===== src/hw/rtl/assert_macros.svh =====
// ----------------------------------------------------------------------------
// Assertion macros
// Clocked assertion helpers used by the RTL of the pixel generator core.
// ----------------------------------------------------------------------------
`ifndef ASSERT_MACROS_SVH
`define ASSERT_MACROS_SVH

// Check a property on every rising clock edge outside reset.
`define ASSERT_CLK(lbl, clk, rst, prop, msg) \
   lbl: assert property (@(posedge clk) disable iff (rst) prop) \
      else $error(msg);

// Check that an expression never holds outside reset.
`define ASSERT_NEVER(lbl, clk, rst, expr, msg) \
   `ASSERT_CLK(lbl, clk, rst, !(expr), msg)

`endif


===== src/hw/rtl/lspg_pkg.sv =====
// ----------------------------------------------------------------------------
// lspg_pkg
// Constants, types and arithmetic helpers of the LED strip pixel generator.
// ----------------------------------------------------------------------------
package lspg_pkg;

   // Strip geometry
   localparam int STRIP_MAX_LEN = 600;
   localparam int LEN_W      = $clog2(STRIP_MAX_LEN + 1);
   localparam int LENREG_W   = 16;
   localparam int IDX_W      = 10;
   localparam int HUE_BITS   = 8;
   localparam int NUM_W      = LEN_W + HUE_BITS;

   // Stream widths
   localparam int TIME_W      = 48;
   localparam int REQ_TDATA_W = ((IDX_W + TIME_W + 7) / 8) * 8;
   localparam int WORD_W      = 24;
   localparam int CSR_IDX_W   = 3;
   localparam int CSR_DATA_W  = 24;

   // Time reduction: microseconds to milliseconds, milliseconds modulo a minute
   localparam int US_PER_MS    = 1000;
   localparam int MS_PER_MIN   = 60000;
   localparam int REM_W        = $clog2(US_PER_MS);
   localparam int QM_W         = $clog2(MS_PER_MIN);
   localparam int DIGIT_W      = 4;
   localparam int DIGIT_STAGES = TIME_W / DIGIT_W;
   localparam int PROD_W       = QM_W + 8;

   // Hue offset = floor(P * 256 / 60000) mod 256 = floor(P * 32 / 7500) mod 256
   localparam int OFS_GAIN    = 256 / 8;
   localparam int OFS_DIV     = MS_PER_MIN / 8;
   localparam int OFS_PRE     = $clog2(OFS_GAIN);
   localparam int OFS_NUM_W   = PROD_W + OFS_PRE;
   localparam int OFS_SHIFT   = OFS_NUM_W + $clog2(OFS_DIV);
   localparam int RECIP_W     = OFS_SHIFT - $clog2(OFS_DIV) + 1;
   localparam logic [RECIP_W-1:0] OFS_RECIP =
      RECIP_W'(((64'd1 << OFS_SHIFT) + 64'(OFS_DIV) - 64'd1) / 64'(OFS_DIV));

   // Pipeline stage positions
   localparam int S_MUL      = DIGIT_STAGES + 1;
   localparam int S_OFS      = DIGIT_STAGES + 2;
   localparam int S_WHEEL    = DIGIT_STAGES + 3;
   localparam int S_SCALE    = DIGIT_STAGES + 4;
   localparam int S_OUT      = DIGIT_STAGES + 5;
   localparam int PIPE_DEPTH = S_OUT + 1;

   // Register map
   typedef enum logic [CSR_IDX_W-1:0] {
      CSR_MODE       = 3'd0,
      CSR_SOLID      = 3'd1,
      CSR_BRIGHTNESS = 3'd2,
      CSR_LIMIT      = 3'd3,
      CSR_SPEED      = 3'd4,
      CSR_ORDER      = 3'd5,
      CSR_REVERSE    = 3'd6,
      CSR_LENGTH     = 3'd7
   } csr_reg_type;

   localparam logic [7:0]          MODE_RST       = 8'd0;
   localparam logic [WORD_W-1:0]   SOLID_RST      = 24'd0;
   localparam logic [7:0]          BRIGHTNESS_RST = 8'd153;
   localparam logic [7:0]          LIMIT_RST      = 8'd255;
   localparam logic [7:0]          SPEED_RST      = 8'd9;
   localparam logic [7:0]          ORDER_RST      = 8'd0;
   localparam logic                REVERSE_RST    = 1'b0;
   localparam logic [LENREG_W-1:0] LENGTH_RST     = 16'd0;

   // Modes
   localparam logic [7:0] MODE_FILL      = 8'd1;
   localparam logic [7:0] MODE_HUE_CYCLE = 8'd2;

   // Byte orders
   localparam logic [7:0] ORDER_GRB = 8'd0;
   localparam logic [7:0] ORDER_RGB = 8'd1;
   localparam logic [7:0] ORDER_BRG = 8'd2;
   localparam logic [7:0] ORDER_RBG = 8'd3;
   localparam logic [7:0] ORDER_GBR = 8'd4;
   localparam logic [7:0] ORDER_BGR = 8'd5;

   // Channel positions in a color triple
   localparam logic [1:0] CH_R = 2'd0;
   localparam logic [1:0] CH_G = 2'd1;
   localparam logic [1:0] CH_B = 2'd2;

   localparam int WHEEL_SPAN = 43;
   localparam int WHEEL_STEP = 6;

   typedef enum logic [2:0] {
      RGN_RED     = 3'd0,
      RGN_YELLOW  = 3'd1,
      RGN_GREEN   = 3'd2,
      RGN_CYAN    = 3'd3,
      RGN_BLUE    = 3'd4,
      RGN_MAGENTA = 3'd5
   } region_type;

   typedef logic [2:0][7:0] color_type;
   typedef logic [2:0][1:0] sel_type;

   typedef struct packed {
      logic [REM_W-1:0] rem;
      logic [QM_W-1:0]  qmod;
   } divacc_type;

   // Exact floor(x / 255) for x up to 255 * 255
   function automatic logic [7:0] div255(input logic [15:0] x);
      logic [16:0] sum;
      sum = 17'(x) + 17'(x[15:8]) + 17'd1;
      return sum[15:8];
   endfunction

   // Shift time digits into the divide-by-1000 remainder and keep the
   // quotient modulo one minute of milliseconds.
   function automatic divacc_type digit_step(input divacc_type acc_i,
                                             input logic [DIGIT_W-1:0] digit);
      divacc_type     acc;
      logic [REM_W:0] r2;
      logic [QM_W:0]  q2;
      logic           qb;
      acc = acc_i;
      for (int i = DIGIT_W - 1; i >= 0; i--) begin
         r2 = {acc.rem, digit[i]};
         qb = (r2 >= (REM_W + 1)'(US_PER_MS));
         if (qb) begin
            r2 = r2 - (REM_W + 1)'(US_PER_MS);
         end
         acc.rem = r2[REM_W-1:0];
         q2 = {acc.qmod, qb};
         if (q2 >= (QM_W + 1)'(MS_PER_MIN)) begin
            q2 = q2 - (QM_W + 1)'(MS_PER_MIN);
         end
         acc.qmod = q2[QM_W-1:0];
      end
      return acc;
   endfunction

   // Six-region hue wheel; index CH_R/CH_G/CH_B of the result
   function automatic color_type wheel(input logic [7:0] hue);
      color_type  c;
      region_type rgn;
      logic [7:0] base;
      logic [7:0] rise;
      logic [7:0] fall;
      rgn  = RGN_RED;
      base = 8'd0;
      for (int k = 1; k < 6; k++) begin
         if (hue >= 8'(k * WHEEL_SPAN)) begin
            rgn  = region_type'(3'(k));
            base = 8'(k * WHEEL_SPAN);
         end
      end
      rise = 8'((hue - base) * 8'(WHEEL_STEP));
      fall = 8'hFF - rise;
      c = '0;
      case (rgn)
         RGN_RED: begin
            c[CH_R] = 8'hFF; c[CH_G] = rise;  c[CH_B] = 8'h00;
         end
         RGN_YELLOW: begin
            c[CH_R] = fall;  c[CH_G] = 8'hFF; c[CH_B] = 8'h00;
         end
         RGN_GREEN: begin
            c[CH_R] = 8'h00; c[CH_G] = 8'hFF; c[CH_B] = rise;
         end
         RGN_CYAN: begin
            c[CH_R] = 8'h00; c[CH_G] = fall;  c[CH_B] = 8'hFF;
         end
         RGN_BLUE: begin
            c[CH_R] = rise;  c[CH_G] = 8'h00; c[CH_B] = 8'hFF;
         end
         default: begin
            c[CH_R] = 8'hFF; c[CH_G] = 8'h00; c[CH_B] = fall;
         end
      endcase
      return c;
   endfunction

   // Channel sent in each byte slot, slot 0 first on the wire
   function automatic sel_type byte_sel(input logic [7:0] order);
      sel_type sel;
      unique case (order)
         ORDER_RGB: begin sel[0] = CH_R; sel[1] = CH_G; sel[2] = CH_B; end
         ORDER_BRG: begin sel[0] = CH_B; sel[1] = CH_R; sel[2] = CH_G; end
         ORDER_RBG: begin sel[0] = CH_R; sel[1] = CH_B; sel[2] = CH_G; end
         ORDER_GBR: begin sel[0] = CH_G; sel[1] = CH_B; sel[2] = CH_R; end
         ORDER_BGR: begin sel[0] = CH_B; sel[1] = CH_G; sel[2] = CH_R; end
         default:   begin sel[0] = CH_G; sel[1] = CH_R; sel[2] = CH_B; end
      endcase
      return sel;
   endfunction

endpackage


===== src/hw/rtl/led_strip_pixel_generator_core.sv =====
// ----------------------------------------------------------------------------
// led_strip_pixel_generator_core
// Per-pixel strip word generator: solid or rainbow color (black in other modes), scaled, reordered.
// ----------------------------------------------------------------------------
//  Channel  Direction  Handshake              Content
//  req      in         req_tvalid/req_tready  pixel index, frame time (us)
//  rsp      out        rsp_tvalid/rsp_tready  strip word, past-end flag
//  csr      in         csr_we                 register index, write data
//
//  One transaction per clock while rsp_tready is high; the path to rsp_tvalid
//  runs through 18 register stages: the entry register, 12 stages that reduce
//  time_us four bits a stage, and five stages of math.
//  reset (synchronous) clears all valid bits and loads register defaults.
//  With rsp_tready low the output holds; empty stages behind it keep filling,
//  and req_tready falls only once every stage holds a transaction.
// ----------------------------------------------------------------------------
`include "assert_macros.svh"

module led_strip_pixel_generator_core (
   input  logic                               clock,
   input  logic                               reset,
   // req_tdata: pixel_index [9:0], time_us [57:10], zero pad above
   input  logic                               req_tvalid,
   output logic                               req_tready,
   input  logic [lspg_pkg::REQ_TDATA_W-1:0]   req_tdata,
   // rsp_tdata: pixel_word [23:0]
   output logic                               rsp_tvalid,
   input  logic                               rsp_tready,
   output logic [lspg_pkg::WORD_W-1:0]        rsp_tdata,
   // rsp_tuser: past_end [0]
   output logic                               rsp_tuser,
   input  logic                               csr_we,
   input  logic [lspg_pkg::CSR_IDX_W-1:0]     csr_index,
   input  logic [lspg_pkg::CSR_DATA_W-1:0]    csr_wdata
);

   typedef struct packed {
      logic                             past;
      logic [lspg_pkg::TIME_W-1:0]      tim;
      lspg_pkg::divacc_type             acc;
      logic [lspg_pkg::NUM_W-1:0]       num;
      logic [lspg_pkg::HUE_BITS-1:0]    quo;
   } front_type;

   typedef struct packed {
      logic                             past;
      logic [lspg_pkg::HUE_BITS-1:0]    quo;
      logic [lspg_pkg::PROD_W-1:0]      prod;
   } mul_type;

   typedef struct packed {
      logic                             past;
      logic [lspg_pkg::HUE_BITS-1:0]    quo;
      logic [7:0]                       ofs;
   } ofs_type;

   typedef struct packed {
      logic                             past;
      lspg_pkg::color_type              chan;
   } chan_type;

   typedef struct packed {
      logic                             past;
      logic [2:0][15:0]                 prod;
   } scaled_type;

   typedef struct packed {
      logic                             past;
      logic [lspg_pkg::WORD_W-1:0]      word;
   } out_type;

   // Configuration registers
   logic [7:0]                      mode_ff, mode_in;
   logic [lspg_pkg::WORD_W-1:0]     solid_ff, solid_in;
   logic [7:0]                      bright_ff, bright_in;
   logic [7:0]                      limit_ff, limit_in;
   logic [7:0]                      speed_ff, speed_in;
   logic [7:0]                      order_ff, order_in;
   logic                            reverse_ff, reverse_in;
   logic [lspg_pkg::LENREG_W-1:0]   length_ff, length_in;
   logic [7:0]                      scale_ff, scale_in;

   logic [lspg_pkg::LEN_W-1:0]      len_clamp;

   // Pipeline control
   logic [lspg_pkg::PIPE_DEPTH-1:0] vld_ff, vld_in;
   logic [lspg_pkg::PIPE_DEPTH:0]   rdy;

   // Pipeline payload
   front_type  front_ff [lspg_pkg::DIGIT_STAGES+1];
   front_type  front_in [lspg_pkg::DIGIT_STAGES+1];
   mul_type    mul_ff, mul_in;
   ofs_type    ofs_ff, ofs_in;
   chan_type   chan_ff, chan_in;
   scaled_type scaled_ff, scaled_in;
   out_type    out_ff, out_in;

   logic [lspg_pkg::IDX_W-1:0]      req_idx;
   logic [lspg_pkg::LENREG_W-1:0]   pos_wide;
   logic [lspg_pkg::LEN_W-1:0]      pos;
   logic [lspg_pkg::OFS_NUM_W+lspg_pkg::RECIP_W-1:0] ofs_wide;
   logic [7:0]                      hue;
   lspg_pkg::sel_type               sel;

   // One time digit and, in the first stages, one hue quotient bit
   function automatic front_type front_step(input front_type f_i, input int s,
                                            input logic [lspg_pkg::LEN_W-1:0] len);
      front_type                   f;
      logic [lspg_pkg::NUM_W-1:0]  divisor;
      logic                        hit;
      f = f_i;
      f.acc = lspg_pkg::digit_step(f_i.acc,
                                   f_i.tim[lspg_pkg::TIME_W-1 -: lspg_pkg::DIGIT_W]);
      f.tim = f_i.tim << lspg_pkg::DIGIT_W;
      if (s <= lspg_pkg::HUE_BITS) begin
         divisor = lspg_pkg::NUM_W'(len) << (lspg_pkg::HUE_BITS - s);
         hit = (f_i.num >= divisor);
         if (hit) begin
            f.num = f_i.num - divisor;
         end
         f.quo = {f_i.quo[lspg_pkg::HUE_BITS-2:0], hit};
      end
      return f;
   endfunction

   // ---------------------------------------------------------------- config
   always_comb begin
      mode_in    = mode_ff;
      solid_in   = solid_ff;
      bright_in  = bright_ff;
      limit_in   = limit_ff;
      speed_in   = speed_ff;
      order_in   = order_ff;
      reverse_in = reverse_ff;
      length_in  = length_ff;
      if (csr_we) begin
         unique case (lspg_pkg::csr_reg_type'(csr_index))
            lspg_pkg::CSR_MODE:       mode_in    = csr_wdata[7:0];
            lspg_pkg::CSR_SOLID:      solid_in   = csr_wdata[lspg_pkg::WORD_W-1:0];
            lspg_pkg::CSR_BRIGHTNESS: bright_in  = csr_wdata[7:0];
            lspg_pkg::CSR_LIMIT:      limit_in   = csr_wdata[7:0];
            lspg_pkg::CSR_SPEED:      speed_in   = csr_wdata[7:0];
            lspg_pkg::CSR_ORDER:      order_in   = csr_wdata[7:0];
            lspg_pkg::CSR_REVERSE:    reverse_in = csr_wdata[0];
            lspg_pkg::CSR_LENGTH:     length_in  = csr_wdata[lspg_pkg::LENREG_W-1:0];
            default:                  mode_in    = mode_ff;
         endcase
      end
      scale_in = lspg_pkg::div255(16'(bright_ff) * 16'(limit_ff));
   end

   always_ff @(posedge clock) begin
      if (reset) begin
         mode_ff    <= lspg_pkg::MODE_RST;
         solid_ff   <= lspg_pkg::SOLID_RST;
         bright_ff  <= lspg_pkg::BRIGHTNESS_RST;
         limit_ff   <= lspg_pkg::LIMIT_RST;
         speed_ff   <= lspg_pkg::SPEED_RST;
         order_ff   <= lspg_pkg::ORDER_RST;
         reverse_ff <= lspg_pkg::REVERSE_RST;
         length_ff  <= lspg_pkg::LENGTH_RST;
      end else begin
         mode_ff    <= mode_in;
         solid_ff   <= solid_in;
         bright_ff  <= bright_in;
         limit_ff   <= limit_in;
         speed_ff   <= speed_in;
         order_ff   <= order_in;
         reverse_ff <= reverse_in;
         length_ff  <= length_in;
      end
   end

   always_ff @(posedge clock) begin
      scale_ff <= scale_in;
   end

   assign len_clamp = (length_ff > lspg_pkg::LENREG_W'(lspg_pkg::STRIP_MAX_LEN))
                    ? lspg_pkg::LEN_W'(lspg_pkg::STRIP_MAX_LEN)
                    : length_ff[lspg_pkg::LEN_W-1:0];

   // -------------------------------------------------------- flow control
   // A stage takes a new transaction when it is empty or its own
   // transaction moves on in the same cycle.
   always_comb begin
      rdy[lspg_pkg::PIPE_DEPTH] = rsp_tready;
      for (int s = lspg_pkg::PIPE_DEPTH - 1; s >= 0; s--) begin
         rdy[s] = !vld_ff[s] || rdy[s+1];
      end
      vld_in[0] = rdy[0] ? req_tvalid : vld_ff[0];
      for (int s = 1; s < lspg_pkg::PIPE_DEPTH; s++) begin
         vld_in[s] = rdy[s] ? vld_ff[s-1] : vld_ff[s];
      end
   end

   always_ff @(posedge clock) begin
      if (reset) begin
         vld_ff <= '0;
      end else begin
         vld_ff <= vld_in;
      end
   end

   assign req_tready = rdy[0];

   // ------------------------------------------------- entry and time digits
   assign req_idx  = req_tdata[lspg_pkg::IDX_W-1:0];
   assign pos_wide = reverse_ff
                   ? lspg_pkg::LENREG_W'(len_clamp) - 16'd1 - lspg_pkg::LENREG_W'(req_idx)
                   : lspg_pkg::LENREG_W'(req_idx);
   assign pos      = pos_wide[lspg_pkg::LEN_W-1:0];

   always_comb begin
      front_in[0].past = (lspg_pkg::LENREG_W'(req_idx) >= lspg_pkg::LENREG_W'(len_clamp));
      front_in[0].tim  = req_tdata[lspg_pkg::IDX_W +: lspg_pkg::TIME_W];
      front_in[0].acc  = '0;
      front_in[0].num  = {pos, lspg_pkg::HUE_BITS'(0)};
      front_in[0].quo  = '0;
      for (int s = 1; s <= lspg_pkg::DIGIT_STAGES; s++) begin
         front_in[s] = front_step(front_ff[s-1], s, len_clamp);
      end
   end

   always_ff @(posedge clock) begin
      for (int s = 0; s <= lspg_pkg::DIGIT_STAGES; s++) begin
         if (rdy[s]) begin
            front_ff[s] <= front_in[s];
         end
      end
   end

   // ------------------------------------------------------ offset and hue
   assign mul_in.past = front_ff[lspg_pkg::DIGIT_STAGES].past;
   assign mul_in.quo  = front_ff[lspg_pkg::DIGIT_STAGES].quo;
   assign mul_in.prod = lspg_pkg::PROD_W'(front_ff[lspg_pkg::DIGIT_STAGES].acc.qmod)
                      * lspg_pkg::PROD_W'(speed_ff);

   // floor(P * 32 / 7500) through a rounded-up reciprocal; keep the low byte
   assign ofs_wide   = {mul_ff.prod, lspg_pkg::OFS_PRE'(0)} * lspg_pkg::OFS_RECIP;
   assign ofs_in.past = mul_ff.past;
   assign ofs_in.quo  = mul_ff.quo;
   assign ofs_in.ofs  = ofs_wide[lspg_pkg::OFS_SHIFT +: 8];

   assign hue = ofs_ff.quo + ofs_ff.ofs;

   always_comb begin
      chan_in.past = ofs_ff.past;
      case (mode_ff)
         lspg_pkg::MODE_FILL:      chan_in.chan = {solid_ff[7:0], solid_ff[15:8],
                                                   solid_ff[23:16]};
         lspg_pkg::MODE_HUE_CYCLE: chan_in.chan = lspg_pkg::wheel(hue);
         default:                  chan_in.chan = '0;
      endcase
   end

   // ----------------------------------------------------- scale and order
   assign sel = lspg_pkg::byte_sel(order_ff);

   always_comb begin
      scaled_in.past = chan_ff.past;
      for (int k = 0; k < 3; k++) begin
         scaled_in.prod[k] = 16'(chan_ff.chan[sel[k]]) * 16'(scale_ff);
      end
   end

   assign out_in.past = scaled_ff.past;
   assign out_in.word = scaled_ff.past ? '0
                      : {lspg_pkg::div255(scaled_ff.prod[0]),
                         lspg_pkg::div255(scaled_ff.prod[1]),
                         lspg_pkg::div255(scaled_ff.prod[2])};

   always_ff @(posedge clock) begin
      if (rdy[lspg_pkg::S_MUL]) begin
         mul_ff <= mul_in;
      end
      if (rdy[lspg_pkg::S_OFS]) begin
         ofs_ff <= ofs_in;
      end
      if (rdy[lspg_pkg::S_WHEEL]) begin
         chan_ff <= chan_in;
      end
      if (rdy[lspg_pkg::S_SCALE]) begin
         scaled_ff <= scaled_in;
      end
      if (rdy[lspg_pkg::S_OUT]) begin
         out_ff <= out_in;
      end
   end

   assign rsp_tvalid = vld_ff[lspg_pkg::S_OUT];
   assign rsp_tdata  = out_ff.word;
   assign rsp_tuser  = out_ff.past;

   // ------------------------------------------------------------ checks
   `ASSERT_CLK(a_past_word_zero, clock, reset, rsp_tvalid && rsp_tuser |-> rsp_tdata == '0, "past-end transaction carries a nonzero word")
   `ASSERT_CLK(a_stall_only_full, clock, reset, !req_tready |-> &vld_ff, "input stalled while a stage is empty")
   `ASSERT_CLK(a_accept_enters, clock, reset, req_tvalid && req_tready |=> vld_ff[0], "accepted transaction missing from entry stage")

endmodule

===== config.mk =====
export PLATFORM = sky130hd
export DESIGN_NAME = led_strip_pixel_generator_core
export DESIGN_NICKNAME = d
export VERILOG_FILES = /design/src/hw/rtl/lspg_pkg.sv /design/src/hw/rtl/led_strip_pixel_generator_core.sv
export VERILOG_INCLUDE_DIRS = /design/src /design/src/hw/rtl
export SDC_FILE = /design/constraint.sdc
export NUM_CORES = 2
export LEC_CHECK = 0
export BUFFER_PORTS_ARGS = -buffer_cell sky130_fd_sc_hd__buf_2
export CAP_MARGIN = 20
export CORE_ASPECT_RATIO = 1.4
export CORE_MARGIN = 8
export CORE_UTILIZATION = 33
export CTS_CLUSTER_SIZE = 20
export DETAILED_ROUTE_END_ITERATION = 8
export GPL_TIMING_DRIVEN = 0
export SLEW_MARGIN = 20
export SYNTH_ARGS = -nofsm -noshare
export SYNTH_HDL_FRONTEND = slang
export SYNTH_SLANG_ARGS = --single-unit

===== constraint.sdc =====
create_clock -name clock -period 12.4 [get_ports clock]
set_input_delay 0.62 -clock clock [delete_from_list [all_inputs] [get_ports clock]]
set_output_delay 0.62 -clock clock [all_outputs]
set_load 0.01 [all_outputs]

# --- Yosys cells after proc, flatten, opt, wreduce, memory -nomap -nowiden ---
# Memories as Yosys holds them, arrays and structs flattened.
# Cells that the tools add are included.
totals:
  reg_bits: 256
  ramBits: 1313
  in_bits: 96
  output_inout_bits: 27
  elab_cells: 499
  mem_count: 1
mem_list:
  columns: ["name", "depth", "width", "rd", "rd_ports_with_merged_regs", "write_ports", "line_no", "text"]
  rows:
  - ["front_ff", 13, 101, 13, 0, 13, "led_strip_pixel_generator_core.sv:90", "front_type front_ff [lspg_pkg::DIGIT_STAGES+1];"]
classes:
  addsub: 117
  multipliers: 7
  order_cmp: 114
  n_eq_ne: 18
  mux: 153
  reduce_logical: 46
ops:
  columns: ["op", "count"]
  rows:
  - [">= comparator 17 x 16 -> 1 bit, second input constant", 48]
  - ["2-to-1 mux 16 bit", 48]
  - ["subtractor 16 bit, second input constant", 48]
  - [">= comparator 11 x 10 -> 1 bit, second input constant", 48]
  - ["2-to-1 mux 10 bit", 50]
  - ["subtractor 10 bit, second input constant", 48]
  - ["2-to-1 mux 18 bit", 8]
  - ["case mux 24 bit (5 select lines)", 1]
  - ["adder 16 x 1 -> 16 bit, second input constant", 4]
  - ["adder 16 x 8 -> 16 bit", 4]
  - ["multiplier 8 x 8 -> 16 bit", 4]
  - ["2-to-1 mux 8 bit", 8]
  - ["binary-select mux 8 bit (select 2 bit)", 3]
  - ["case mux 24 bit (2 select lines)", 1]
  - ["multiplier 24 x 29 -> 44 bit, second input constant", 1]
  - ["case mux 6 bit (5 select lines)", 1]
  - ["2-to-1 mux 1 bit", 27]
  - ["== test 8 x 2 -> 1 bit, second input constant", 3]
  - [">= comparator 8 bit, second input constant", 3]
  - ["multiplier 16 x 8 -> 24 bit", 1]
  - [">= comparator 18 x 10 -> 1 bit", 1]
  - [">= comparator 18 x 11 -> 1 bit", 1]
  - [">= comparator 18 x 12 -> 1 bit", 1]
  - [">= comparator 18 x 13 -> 1 bit", 1]
  - ["other kinds (34)", 92]

# --- Depth between registers and ports, before layout ---
depth:
  word_depth: 21
  ltp_mapped: 36
  ltp_nobuf: 33

# --- Worst setup path before layout ---
# Ideal clock, no wire load.
synth_path:
  kind: "input -> output"
  start: "input port rsp_tready"
  end: "output port req_tready"
  t_arrival_ns: 10.864
  required_ns: 11.780
  slack_ns: 0.916
  cell_stages: 11
  path_buffers: 0
  cell_sequence: "nor2b_1 > inv_1 > nor2_1 > nand3_1 > nor2_1 > nand3_1 > nor2_1 > nand3_1 > nor2_1 > nand4_1 > or2_2"
synth_between:
  elab_chain_cells: 18
synth_lines:
  columns: ["item", "line_no", "text"]
  rows:
  - ["start, declared", "led_strip_pixel_generator_core.sv:28", "input logic rsp_tready,"]
  - ["logical OR 1 bit", "led_strip_pixel_generator_core.sv:188", "rdy[s] = !vld_ff[s] || rdy[s+1];"]
  - ["named net rdy, one bit", "led_strip_pixel_generator_core.sv:87", "logic [lspg_pkg::PIPE_DEPTH:0] rdy;"]
  - ["logical OR 1 bit (6 in series)", "led_strip_pixel_generator_core.sv:188", null]
  - ["named net rdy, one bit", "led_strip_pixel_generator_core.sv:87", null]
  - ["logical OR 1 bit (3 in series)", "led_strip_pixel_generator_core.sv:188", null]
  - ["named net rdy, one bit", "led_strip_pixel_generator_core.sv:87", null]
  - ["logical OR 1 bit (3 in series)", "led_strip_pixel_generator_core.sv:188", null]
  - ["named net rdy, one bit", "led_strip_pixel_generator_core.sv:87", null]
  - ["logical OR 1 bit (4 in series)", "led_strip_pixel_generator_core.sv:188", null]
  - ["named net rdy, one bit", "led_strip_pixel_generator_core.sv:87", null]
  - ["logical OR 1 bit", "led_strip_pixel_generator_core.sv:188", null]
  - ["end, declared", "led_strip_pixel_generator_core.sv:24", "output logic req_tready,"]
# The timed path passes the listed nets, and every way through them passes these cells.

==> results_dict.tcl <==
set metrics [dict create \
    slew_viol_final 0 \
    clockRootBuffer "clkbuf_16" \
    final_common_cell "inv_1" \
    die_h_um 599.4 \
    synth_edf_count 872 \
    worst_slew_pin_slew_ns 1.071 \
    die_area_mm2 0.2594 \
    num_rows 214 \
    dpl.hpwl_um 155000 \
    cp_data_required_time_ns 12.88 \
    synthCells 7889 \
    hold_violations 0 \
    cts_max_level 3 \
    timing.fmax_mhz 108.0 \
    crit_path_start_kind "register" \
    ys.flop_type "edfxtp_1" \
    skew_ns 0.03132 \
    cp-end-kind "register" \
    async_flop_share 0 \
    cp_max_fo 10 \
    ios 123 \
    cap_viol_max_count 0 \
    cp_slowest_cell "o31ai_1" \
    clock_sinks 979 \
    drt_iter0_drc 2950 \
    grt_pass1_vias 60490 \
    period_share 0.7468 \
    gp_congestion 0.8910 \
    cts_resized 0 \
    core_area_mm2 0.2423 \
    holdBufCountCts 0 \
    cts_buffers 102 \
    hold_path.class "input port to register" \
    viasPerCell 5.114 \
    critPathMaxStageDelay_ns 0.59 \
    slew_headroom 0.2807 \
    port_buffers 111 \
    die_w_um 432.7 \
    setup_viol 0 \
    grtUsageTotal 0.1447 \
    overflow 0 \
    wl_per_cell_um 16.83 \
    cts_tree "yes" \
    outcome "completed" \
    floorplan.initialDensity 0.3311 \
    rsz0062_at_grt "false" \
    cp.buffers_inverters 7 \
    grt_pass1_wl_um 311900 \
    clock_path_buffers 3 \
    yosysSeqAreaShare 0.3531 \
    post-cts-setup-buffer-count 0 \
    crit_path_frequent_cell "ha_1" \
    path_clk_slew_ns 0.07 \
    worst-endpoint-arrival_ns 9.74 \
    fin_crit_ns 9.260 \
    finalNetCount 9323 \
    path_class "register to register" \
    critical_path.top_delay_family "compound AO/OA/AOI/OAI gates" \
    ys.warnings.count 0 \
    synth.net_count 9093 \
    vias 58540 \
    most-common-layout-cells "inv_1, edfxtp_1, nand2_1" \
    wirelength_um 192700 \
    area_growth_pct 10.63 \
    final_core_util 0.3663 \
    drive_gt1_frac 0.07763 \
    drtPass1Iterations 5 \
    antenna_found_initial 6 \
    clock_latency_ns 0.73 \
    synth_area_mm2 0.08022 \
    postRouteAntennaNets 0 \
    grt_max_degree 54 \
    synth_area_per_cell_um2 10.17 \
    yosysUniqueCellTypes 151 \
    yosys_register_bits 979 \
    drc_errors 0 \
]
[worst register-to-register path, delay by kind of cell, from the launching register on]
family,cells,cell delay [ns]
AOI/OAI and AO/OA,11,2.79
xor gates and xnor gates,3,0.74
adders and majority gates,4,1.18
buffers and inverters,7,1.53
DFF,1,0.50
muxes,2,0.62
and+or+nand+nor,8,1.62
[layout make-up]
class / instances / area [µm²]
clock inverter: 68 / 769.5
buffer: 192 / 813.3
timing repair buffer: 126 / 868.3
sequential: 979 / 28330
multi-input combinational: 5800 / 47730
clock buffer: 123 / 2729
antenna: 1 / 2.502
tap: 3240 / 4054
fill: 23870 / 153600
inverter: 918 / 3453
[cells by family after synthesis]
| family | share of synthesized area |
|---|---|
| muxes | 0.02639 |
| adders and majority gates | 0.2198 |
| and+or+nand+nor | 0.1474 |
| AOI/OAI and AO/OA | 0.1441 |
| xor gates and xnor gates | 0.05608 |
| DFF | 0.3531 |
| buffers and inverters | 0.05311 |
[per-layer routing]
layer / track usage / wire length (µm) / vias up / part of all wire
li1: - / - / 28380 / -
met1: 0.1610 / 75900 / 28530 / 0.39
met2: 0.2813 / 102900 / 1230 / 0.53
met3: 0.01527 / 6538 / 394 / 0.034
met4: 0.05303 / 7383 / 0 / 0.038
met5: 0 / 0 / - / 0
[sequential cells by signal, indices dropped and copies added (netlist names), 16 cells and up]
signal     count
front_ff     723
scaled_ff     48
mul_ff        33
chan_ff       25
rsp_tdata     24
solid_ff      24
vld_ff        18
length_ff     16
ofs_ff        16
[per-stage QoR]
stage          worst slack [ns]  hold WS (ns)  std cells  setup TNS (ns)  cell area, µm²
6_report                  3.140       0.06671      11450               0           88750
5_1_grt                   2.371       0.01225      11450               0           88750
4_1_cts                   3.200      0.002743      11450               0           88730
3_5_place_dp              3.237        0.4045      11260               0           85240
3_3_place_gp             -4.812        0.4013      11240         -798.82           84830
2_1_floorplan            0.9156        0.4003       7889               0           80220
[cells in the mapped netlist, types with 76 or more instances]
master	number	area (µm²)
clkbuf_1	133	499.2
xor2_1	148	1296
nand2_1	742	2785
mux2i_1	116	1161
nor2b_1	76	475.5
mux2_2	76	855.8
o21ai_0	254	1271
a21oi_1	447	2237
nor2_1	470	1764
nand3_1	136	680.7
edfxtp_1	872	26190
fa_1	502	10050
a21o_1	103	773.2
and2_1	254	1589
nor3_1	134	670.6
xnor2_1	362	3171
ha_1	606	7582
inv_1	910	3416
dfxtp_1	107	2142
[worst paths after layout]
kind | slack [ns] | cells past startpoint | end | startpoint
worst max-delay path | 3.14 | 35 | front_ff[1][133] | front_ff[1][44]
worst min-delay path | 0.07 | 1 | front_ff[0][97] | req_tdata[55]
worst max register to register | 3.14 | 35 | front_ff[1][133] | front_ff[1][44]
worst min register to register | 0.40 | 0 | front_ff[0][801] | front_ff[0][696]
Power is left out: the tool's default activity adds up to more than one toggle a clock period on the data nets, which glitch-free logic cannot reach.
